## config.mk

```make
export PLATFORM = sky130hd
export DESIGN_NAME = lsb_stego_embed_extract
export DESIGN_NICKNAME = d
export VERILOG_FILES = /design/src/sv/lsbse_pkg.sv /design/src/sv/lsbse_cfg.sv /design/src/sv/lsbse_core.sv /design/src/sv/lsb_stego_embed_extract.sv
export SDC_FILE = /design/constraint.sdc
export NUM_CORES = 1
export LEC_CHECK = 0
export BUFFER_PORTS_ARGS = -buffer_cell sky130_fd_sc_hd__buf_2
export CAP_MARGIN = 0
export CORE_ASPECT_RATIO = 1.4
export CORE_UTILIZATION = 51
export CTS_CLUSTER_SIZE = 12
export DETAILED_ROUTE_END_ITERATION = 12
export PLACE_DENSITY = 0.77
export SLEW_MARGIN = 20
export SYNTH_ARGS = -nofsm -noshare
export SYNTH_HDL_FRONTEND = slang
export SYNTH_SLANG_ARGS = --single-unit
```

## constraint.sdc

```tcl
create_clock -name clk -period 3.5 [get_ports clk]
set_input_delay 0.35 -clock clk [delete_from_list [all_inputs] [get_ports clk]]
set_output_delay 0.35 -clock clk [all_outputs]
set_load 0.01 [all_outputs]
```

## src/sv/lsbse_pkg.sv

```systemverilog
// ----------------------------------------------------------------------------
// lsbse_pkg
// Shared types and codes for the LSB steganography embed/extract block.
// ----------------------------------------------------------------------------
package lsbse_pkg;

	// Register indexes on the configuration port
	localparam logic [1:0] REG_MODE      = 2'd0;
	localparam logic [1:0] REG_DIRECTION = 2'd1;
	localparam logic [1:0] REG_ENCRYPTED = 2'd2;

	// Embedding modes
	localparam logic [1:0] MODE_LSB1 = 2'd0;
	localparam logic [1:0] MODE_LSB4 = 2'd1;
	localparam logic [1:0] MODE_LSBE = 2'd2;

	// Direction codes
	localparam logic DIR_EMBED   = 1'b0;
	localparam logic DIR_EXTRACT = 1'b1;

	// Input item kinds
	localparam logic FUNC_MESSAGE   = 1'b0;
	localparam logic FUNC_COMPONENT = 1'b1;

	// Result kinds
	localparam logic [1:0] KIND_COMPONENT = 2'd0;
	localparam logic [1:0] KIND_SIZE      = 2'd1;
	localparam logic [1:0] KIND_PAYLOAD   = 2'd2;
	localparam logic [1:0] KIND_EXTENSION = 2'd3;

	// Extraction phases
	localparam logic [1:0] PHASE_SIZE      = 2'd0;
	localparam logic [1:0] PHASE_PAYLOAD   = 2'd1;
	localparam logic [1:0] PHASE_EXTENSION = 2'd2;
	localparam logic [1:0] PHASE_DONE      = 2'd3;

	// Component values that carry a bit in LSBE mode
	localparam logic [7:0] LSBE_LOW  = 8'hFE;
	localparam logic [7:0] LSBE_HIGH = 8'hFF;

	localparam logic [3:0] BITS_PER_BYTE = 4'd8;
	localparam logic [2:0] SIZE_BYTES    = 3'd4;

	localparam int PADDR_W = 4;
	localparam int PDATA_W = 32;

	typedef struct packed {
		logic       func;
		logic [7:0] data;
	} req_t;

	typedef struct packed {
		logic [7:0] out_value;
		logic [1:0] out_kind;
		logic       is_last;
		logic       carried_bits;
		logic       message_empty;
	} rsp_t;

	typedef struct packed {
		logic [1:0] mode;
		logic       direction;
		logic       encrypted;
	} cfg_t;

endpackage

```

## src/sv/lsbse_cfg.sv

```systemverilog
// ----------------------------------------------------------------------------
// lsbse_cfg
// APB register file: mode, direction and encrypted flag.
// ----------------------------------------------------------------------------
module lsbse_cfg (
	input  logic                            clk,
	input  logic                            arst_n,
	input  logic                            psel,
	input  logic                            penable,
	input  logic                            pwrite,
	input  logic [lsbse_pkg::PADDR_W-1:0]   paddr,
	input  logic [lsbse_pkg::PDATA_W-1:0]   pwdata,
	output logic [lsbse_pkg::PDATA_W-1:0]   prdata,
	output logic                            pready,
	output lsbse_pkg::cfg_t                 cfg
);
	import lsbse_pkg::*;

	cfg_t       cfg_q;
	logic       wr_en;
	logic [1:0] reg_idx;

	assign pready  = 1'b1;
	assign wr_en   = psel && penable && pwrite && pready;
	assign reg_idx = paddr[3:2];
	assign cfg     = cfg_q;

	// Write the addressed register; drop writes beyond the list
	always_ff @(posedge clk or negedge arst_n) begin
		if (!arst_n) begin
			cfg_q <= '0;
		end else if (wr_en) begin
			case (reg_idx)
				REG_MODE:      cfg_q.mode      <= pwdata[1:0];
				REG_DIRECTION: cfg_q.direction <= pwdata[0];
				REG_ENCRYPTED: cfg_q.encrypted <= pwdata[0];
				default: ;
			endcase
		end
	end

	// Read back the addressed register
	always_comb begin
		prdata = '0;
		case (reg_idx)
			REG_MODE:      prdata[1:0] = cfg_q.mode;
			REG_DIRECTION: prdata[0]   = cfg_q.direction;
			REG_ENCRYPTED: prdata[0]   = cfg_q.encrypted;
			default:       prdata      = '0;
		endcase
	end

endmodule

```

## src/sv/lsbse_core.sv

```systemverilog
// ----------------------------------------------------------------------------
// lsbse_core
// Input register, embed/extract step logic with message state, and result
// register.
// ----------------------------------------------------------------------------
module lsbse_core (
	input  logic            clk,
	input  logic            arst_n,
	input  lsbse_pkg::cfg_t cfg,
	input  logic            req_valid,
	output logic            req_stall,
	input  lsbse_pkg::req_t req_item,
	output logic            rsp_valid,
	input  logic            rsp_stall,
	output lsbse_pkg::rsp_t rsp_item
);
	import lsbse_pkg::*;

	// Pipeline and result registers
	logic        valid_s1;
	req_t        item_s1;
	logic        rsp_valid_q;
	rsp_t        rsp_q;

	// Message state
	logic [7:0]  held_byte_q,      held_byte_d;
	logic [3:0]  held_bits_left_q, held_bits_left_d;
	logic [7:0]  gather_byte_q,    gather_byte_d;
	logic [3:0]  gather_count_q,   gather_count_d;
	logic [2:0]  header_count_q,   header_count_d;
	logic [31:0] payload_size_q,   payload_size_d;
	logic [31:0] payload_count_q,  payload_count_d;
	logic [1:0]  extract_phase_q,  extract_phase_d;

	logic        advance;
	logic        res_valid;
	rsp_t        res;
	logic [3:0]  k;
	logic        usable;
	logic [3:0]  n;
	logic [7:0]  emb_mask;
	logic [7:0]  ext_mask;
	logic [3:0]  shift;
	logic [7:0]  bits;
	logic [3:0]  count_sum;

	assign advance   = !rsp_valid_q || !rsp_stall;
	assign req_stall = valid_s1 && !advance;
	assign rsp_valid = rsp_valid_q;
	assign rsp_item  = rsp_q;

	// Per-component bit count and LSBE usability
	assign k        = (cfg.mode == MODE_LSB4) ? 4'd4 : 4'd1;
	assign usable   = (cfg.mode != MODE_LSBE) ||
	                  (item_s1.data == LSBE_LOW) || (item_s1.data == LSBE_HIGH);
	assign n        = (held_bits_left_q < k) ? held_bits_left_q : k;
	assign emb_mask = (8'd1 << n) - 8'd1;
	assign ext_mask = (8'd1 << k) - 8'd1;
	assign shift    = held_bits_left_q - n;
	assign bits     = (held_byte_q >> shift) & emb_mask;
	assign count_sum = gather_count_q + k;

	// Work out the result and the next state for the item in stage one
	always_comb begin
		held_byte_d      = held_byte_q;
		held_bits_left_d = held_bits_left_q;
		gather_byte_d    = gather_byte_q;
		gather_count_d   = gather_count_q;
		header_count_d   = header_count_q;
		payload_size_d   = payload_size_q;
		payload_count_d  = payload_count_q;
		extract_phase_d  = extract_phase_q;
		res_valid        = 1'b0;
		res              = '0;

		if (item_s1.func == FUNC_MESSAGE) begin
			if (cfg.direction == DIR_EMBED) begin
				held_byte_d      = item_s1.data;
				held_bits_left_d = BITS_PER_BYTE;
			end
		end else if (cfg.direction == DIR_EMBED) begin
			res_valid           = 1'b1;
			res.out_kind        = KIND_COMPONENT;
			res.out_value       = item_s1.data;
			if ((held_bits_left_q != 4'd0) && usable) begin
				res.out_value    = (item_s1.data & ~emb_mask) | bits;
				res.carried_bits = 1'b1;
				held_bits_left_d = held_bits_left_q - n;
			end
			res.message_empty   = (held_bits_left_d == 4'd0);
		end else if ((extract_phase_q != PHASE_DONE) && usable) begin
			gather_byte_d  = (gather_byte_q << k) | (item_s1.data & ext_mask);
			gather_count_d = count_sum;
			if (count_sum >= BITS_PER_BYTE) begin
				gather_count_d = 4'd0;
				res_valid      = 1'b1;
				res.out_value  = gather_byte_d;
				case (extract_phase_q)
					PHASE_SIZE: begin
						res.out_kind   = KIND_SIZE;
						payload_size_d = {payload_size_q[23:0], gather_byte_d};
						header_count_d = header_count_q + 3'd1;
						if (header_count_d >= SIZE_BYTES) begin
							payload_count_d = '0;
							if (payload_size_d != 32'd0) begin
								extract_phase_d = PHASE_PAYLOAD;
							end else if (cfg.encrypted) begin
								extract_phase_d = PHASE_DONE;
								res.is_last     = 1'b1;
							end else begin
								extract_phase_d = PHASE_EXTENSION;
							end
						end
					end
					PHASE_PAYLOAD: begin
						res.out_kind    = KIND_PAYLOAD;
						payload_count_d = payload_count_q + 32'd1;
						if (payload_count_d == payload_size_q) begin
							if (cfg.encrypted) begin
								extract_phase_d = PHASE_DONE;
								res.is_last     = 1'b1;
							end else begin
								extract_phase_d = PHASE_EXTENSION;
							end
						end
					end
					default: begin
						res.out_kind = KIND_EXTENSION;
						if (gather_byte_d == 8'd0) begin
							extract_phase_d = PHASE_DONE;
							res.is_last     = 1'b1;
						end
					end
				endcase
			end
		end
	end

	// Capture the incoming request
	always_ff @(posedge clk or negedge arst_n) begin
		if (!arst_n) begin
			valid_s1 <= 1'b0;
		end else if (!req_stall) begin
			valid_s1 <= req_valid;
		end
	end

	always_ff @(posedge clk) begin
		if (!req_stall && req_valid) begin
			item_s1 <= req_item;
		end
	end

	// Load the result register and commit state as stage one drains
	always_ff @(posedge clk or negedge arst_n) begin
		if (!arst_n) begin
			rsp_valid_q      <= 1'b0;
			held_byte_q      <= '0;
			held_bits_left_q <= '0;
			gather_byte_q    <= '0;
			gather_count_q   <= '0;
			header_count_q   <= '0;
			payload_size_q   <= '0;
			payload_count_q  <= '0;
			extract_phase_q  <= PHASE_SIZE;
		end else if (advance) begin
			rsp_valid_q <= valid_s1 && res_valid;
			if (valid_s1) begin
				held_byte_q      <= held_byte_d;
				held_bits_left_q <= held_bits_left_d;
				gather_byte_q    <= gather_byte_d;
				gather_count_q   <= gather_count_d;
				header_count_q   <= header_count_d;
				payload_size_q   <= payload_size_d;
				payload_count_q  <= payload_count_d;
				extract_phase_q  <= extract_phase_d;
			end
		end
	end

	always_ff @(posedge clk) begin
		if (advance && valid_s1 && res_valid) begin
			rsp_q <= res;
		end
	end

	// Held bits never exceed one byte
	a_held_bits_range: assert property (@(posedge clk) disable iff (!arst_n)
		held_bits_left_q <= BITS_PER_BYTE)
		else $error("held bit count above one byte");

	// A completed byte always restarts the gather count
	a_gather_range: assert property (@(posedge clk) disable iff (!arst_n)
		gather_count_q < BITS_PER_BYTE)
		else $error("gather count not restarted");

	// Recovered bytes carry no embedding flags
	a_extract_flags: assert property (@(posedge clk) disable iff (!arst_n)
		rsp_valid_q && (rsp_q.out_kind != KIND_COMPONENT) |->
			!rsp_q.carried_bits && !rsp_q.message_empty)
		else $error("embedding flags on recovered byte");

	// The last recovered byte leaves extraction finished
	a_last_done: assert property (@(posedge clk) disable iff (!arst_n)
		rsp_valid_q && rsp_q.is_last |-> extract_phase_q == PHASE_DONE)
		else $error("last byte without finished extraction");

endmodule

```

## src/sv/lsb_stego_embed_extract.sv

```systemverilog
// ----------------------------------------------------------------------------
// lsb_stego_embed_extract
// LSB steganography: hides message bits in carrier colour components, or
// recovers size, payload and extension bytes from them.
// ----------------------------------------------------------------------------
//  channel   handshake              payload    direction
//  request   req_valid / req_stall  req_item   into block
//  result    rsp_valid / rsp_stall  rsp_item   out of block
//  config    psel/penable/pwrite    paddr etc  APB slave
//
//  One request per cycle while req_stall is low; a taken request is held in
//  the input register, and the result register takes its result from there
//  once that register is free or its result is being taken.
//  Message bytes give no result; in extraction only a completed byte does.
//  A stalled result holds in the result register while one more request
//  waits in the input register; after that req_stall rises.
//  arst_n clears registers, message state and extraction progress.
// ----------------------------------------------------------------------------
module lsb_stego_embed_extract (
	input  logic                            clk,
	input  logic                            arst_n,
	input  logic                            req_valid,
	output logic                            req_stall,
	input  lsbse_pkg::req_t                 req_item,
	output logic                            rsp_valid,
	input  logic                            rsp_stall,
	output lsbse_pkg::rsp_t                 rsp_item,
	input  logic                            psel,
	input  logic                            penable,
	input  logic                            pwrite,
	input  logic [lsbse_pkg::PADDR_W-1:0]   paddr,
	input  logic [lsbse_pkg::PDATA_W-1:0]   pwdata,
	output logic [lsbse_pkg::PDATA_W-1:0]   prdata,
	output logic                            pready
);
	import lsbse_pkg::*;

	cfg_t cfg;

	// Register file
	lsbse_cfg u_cfg (
		.clk     (clk),
		.arst_n  (arst_n),
		.psel    (psel),
		.penable (penable),
		.pwrite  (pwrite),
		.paddr   (paddr),
		.pwdata  (pwdata),
		.prdata  (prdata),
		.pready  (pready),
		.cfg     (cfg)
	);

	// Embed/extract datapath
	lsbse_core u_core (
		.clk       (clk),
		.arst_n    (arst_n),
		.cfg       (cfg),
		.req_valid (req_valid),
		.req_stall (req_stall),
		.req_item  (req_item),
		.rsp_valid (rsp_valid),
		.rsp_stall (rsp_stall),
		.rsp_item  (rsp_item)
	);

endmodule

```

==> run_results.csv <==
group,metric,value,unit
status,status,"completed",
logic_synthesis,syn_inst,755,
place,globalplace.congestion,0.9159,
logic_synthesis,async_flop_share,81.67,%
floorplanning,core_area,13850,µm²
critical_path,reg2reg_depth,10,
routing,drc,0,
critical_path,path_class,"register to register",
floorplanning,die-area,14600,µm²
sta,worst_pin_slew,0.6876,ns
cts,cts_made_buffers,17,
place,dpl.hpwl,12.72,mm
hold_path,worstHoldPathCells,1,
logic_synthesis,ys_ff_latch,120,
sta,fin_hold_ws,0.1036,ns
logic_synthesis,synth_edf_count,22,
cells_and_area,area_growth,12.76,%
cells_and_area,drive_above_1_share,18.32,%
sta,rsz0062_at_grt,"false",
global_routing,grt_usage,26.12,%
sta,fin_crit,3.276,ns
floorplanning,die_width,102.4,µm
logic_synthesis,synth_cell_types,68,
cts,cts_tree,"built",
global_routing,overflow,0,
sta,finClkSkew,0.01057,ns
critical_path,cp_data_required_time,3.76,ns
critical_path,startpoint_type,"register",
routing,via_count,6002,
global_routing,grt_pass1_vias,5764,
pwr,ir_drop,0.5042,mV
global_routing,grt_pass1_wl,28.79,mm
sta,fin_tns_setup,0,ns
logic_synthesis,syn-cell-area,7196,µm²
cts,clockRootBuffer,"clkbuf_16",
routing,viasPerCell,6.044,
place,place_ws,0.2510,ns
logic_synthesis,synth.avg_cell_area,9.531,µm²
place,portBuffers,36,
routing,drtIter0Drc,400,
cells_and_area,post-route-util,58.60,%
floorplanning,rows,51,
cts,clk_latency,0.42,ns
critical_path,cp.arrival,3.54,ns
logic_synthesis,seq_area_frac_synth,43.26,%
sta,fmax,305.2,MHz
pwr,power_frac_clock,31.6,%
floorplanning,die_y,142.5,µm
routing,first_pass_iters,5,
cts,numClockSinks,120,
routing,wl_per_cell,17.76,µm
sta,fin_crit_sh,93.61,%
pwr,power-per-cell-area,639.5,nW/µm²
pwr,intPower,3.430,mW
pwr,pwr-share-seq,36.1,%
sta,worst_slack,0.2235,ns
cts,htree_levels,4,
pwr,p_total,5.189,mW
pwr,swShare,33.89,%
cells_and_area,diodes,0,
sta,slew_viol_final,0,
routing,routed_wl,17.64,mm
pwr,p_comb_share,32.4,%
cts,clk_pin_slew,0.05,ns
sta,finalSetupViolCount,0,
global_routing,grt_max_degree,52,
sta,hold_viol_final,0,
critical_path,crit_fanout,11,
routing,final_antenna_net_count,0,
critical_path,worst_setup_path_end_kind,"register",
sta,max-slew-margin-rel,54.16,%
logic_synthesis,synthFlopType,"dfrtp_1",
cells_and_area,final_nets,857,
job,maxCapViolations,0,
pwr,leakage,3.557,nW
global_routing,antenna_found_initial,0,
floorplanning,initial_core_util,51.97,%
pwr,switchingPower,1.759,mW
cts,postCtsSetupRepairBufs,0,
cts,clock_path_buffers,2,
logic_synthesis,ys_warn_count,0,
floorplanning,io_pins,100,
hold_path,hp-class,"input pin to register",
cell usage after synthesis (all sizes together) (11+ instances only):
| cell | instances | area share (%) |
|---|---|---|
| clkbuf | 31 | 1.6 |
| buf | 44 | 4.3 |
| nand2 | 74 | 3.9 |
| mux2 | 42 | 6.6 |
| o31ai | 15 | 1.6 |
| nor2 | 44 | 2.3 |
| a31oi | 11 | 0.96 |
| dfrtp | 98 | 34 |
| o21ai | 68 | 4.7 |
| mux2i | 17 | 2.4 |
| nand4 | 14 | 1.3 |
| nor4 | 18 | 1.6 |
| xnor2 | 25 | 3.0 |
| nand3 | 31 | 2.2 |
| and3 | 12 | 1.0 |
| inv | 11 | 0.57 |
| xor2 | 22 | 2.7 |
| a21oi | 26 | 1.8 |
| edfxtp | 22 | 9.2 |
| nor3 | 19 | 1.3 |
final cells by class:
cell class,instances,area [µm²]
inverters,11,41.29
repair buffers,67,430.4
well taps,185,231.5
multi-input cells,578,3751
clock buffers,21,440.4
flip-flops and latches,120,3113
clock inverters,11,106.4
fillers,1198,5733
per-layer routing:
metal / global-route usage (%) / up-vias / share of wire [%]
met5: 0 / - / 0
met4: 16.32 / 0 / 5.1
met3: 5.157 / 71 / 4.9
met2: 44.90 / 219 / 51
met1: 29.23 / 2921 / 39
li1: - / 2791 / -
cells in the final DEF (no fill, tap or decap), types with 10 or more instances in the layout:
cell / count
dfrtp_1: 98
nand2_1: 74
o21ai_0: 64
nor2_1: 43
mux2_2: 42
buf_2: 35
conb_1: 31
buf_4: 30
nand3_1: 29
a21oi_1: 26
xnor2_1: 24
xor2_1: 22
edfxtp_1: 22
nor3_1: 17
mux2i_1: 17
nor4_1: 17
clkbuf_16: 17
o31ai_1: 15
nand4_1: 13
and3_1: 12
inv_1: 11
a31oi_1: 11
ha_1: 10
through the flow:
stage	cell area [µm²]	instances
floorplan	7313	784
global placement	7541	960
detailed placement	7541	960
CTS	8098	993
global route	8114	993
finish	8114	993
what timing repair did:
| action | in CTS | in global routing |
|---|---|---|
| endpoints found under the setup margin | 0 | 2 |
| resized for setup | 0 | 3 |
| hold buffers | 1 | 0 |
| endpoints found under the hold margin | 2 | 0 |
state kept, by name, indices dropped and copies added, names as in the netlist, 2 cells and up:
register / cells
u_core.held_bits_left_q: 4
u_cfg.cfg: 4
u_core.rsp_item: 13
u_core.payload_size_q: 32
u_core.held_byte_q: 8
u_core.extract_phase_q: 2
u_core.item_s1: 9
u_core.gather_count_q: 4
u_core.header_count_q: 3
u_core.payload_count_q: 32
u_core.gather_byte_q: 7
critical path, stage by stage, from the launching register on:
cell     delay [ns]
dfrtp_1        0.46
ha_1           0.28
nand3_1        0.19
nor4_2         0.34
buf_4          0.22
nand3_1        0.19
or3b_1         0.40
a31oi_1        0.20
o21ai_1        0.17
or4b_1         0.53
a31oi_1        0.14
final timing paths:
| kind | to | slack, ns | from |
|---|---|---|---|
| worst max-delay path | u_core.rsp_item[2] | 0.22 | u_core.payload_count_q[0] |
| worst min-delay path | u_core.item_s1[7] | 0.10 | req_item[7] |
| worst max register to register | u_core.rsp_item[2] | 0.22 | u_core.payload_count_q[0] |
| worst min register to register | u_core.header_count_q[2] | 0.49 | u_core.header_count_q[2] |
| max in group asynchronous | u_core.payload_size_q[12] | 2.18 | arst_n |
| min in group asynchronous | u_core.payload_count_q[25] | 0.51 | arst_n |
power by group through the flow:
stage          Sequential (mW)  Clock (mW)  Combinational, mW
2_1_floorplan             1.81           0               1.23
3_3_place_gp              1.87           0               1.61
3_5_place_dp              1.88           0               1.64
4_1_cts                   1.86        1.65               1.66
5_1_grt                   1.90        1.72               1.83
6_report                  1.87        1.64               1.68
kinds of logic (layout without fill, tap and decap cells):
group           after synthesis  count (layout)  synth area share, %
flops                       120             120                43.26
compound gates              167             167                14.47
other cells                   2              31               0.1044
buf+inv                      86             110                6.520
fa+ha+maj                    10              10                1.739
mux                          60              60                9.250
xor+xnor                     47              47                5.721
simple gates                263             263                18.94
No activity file was read; power rests on OpenSTA's default activity.
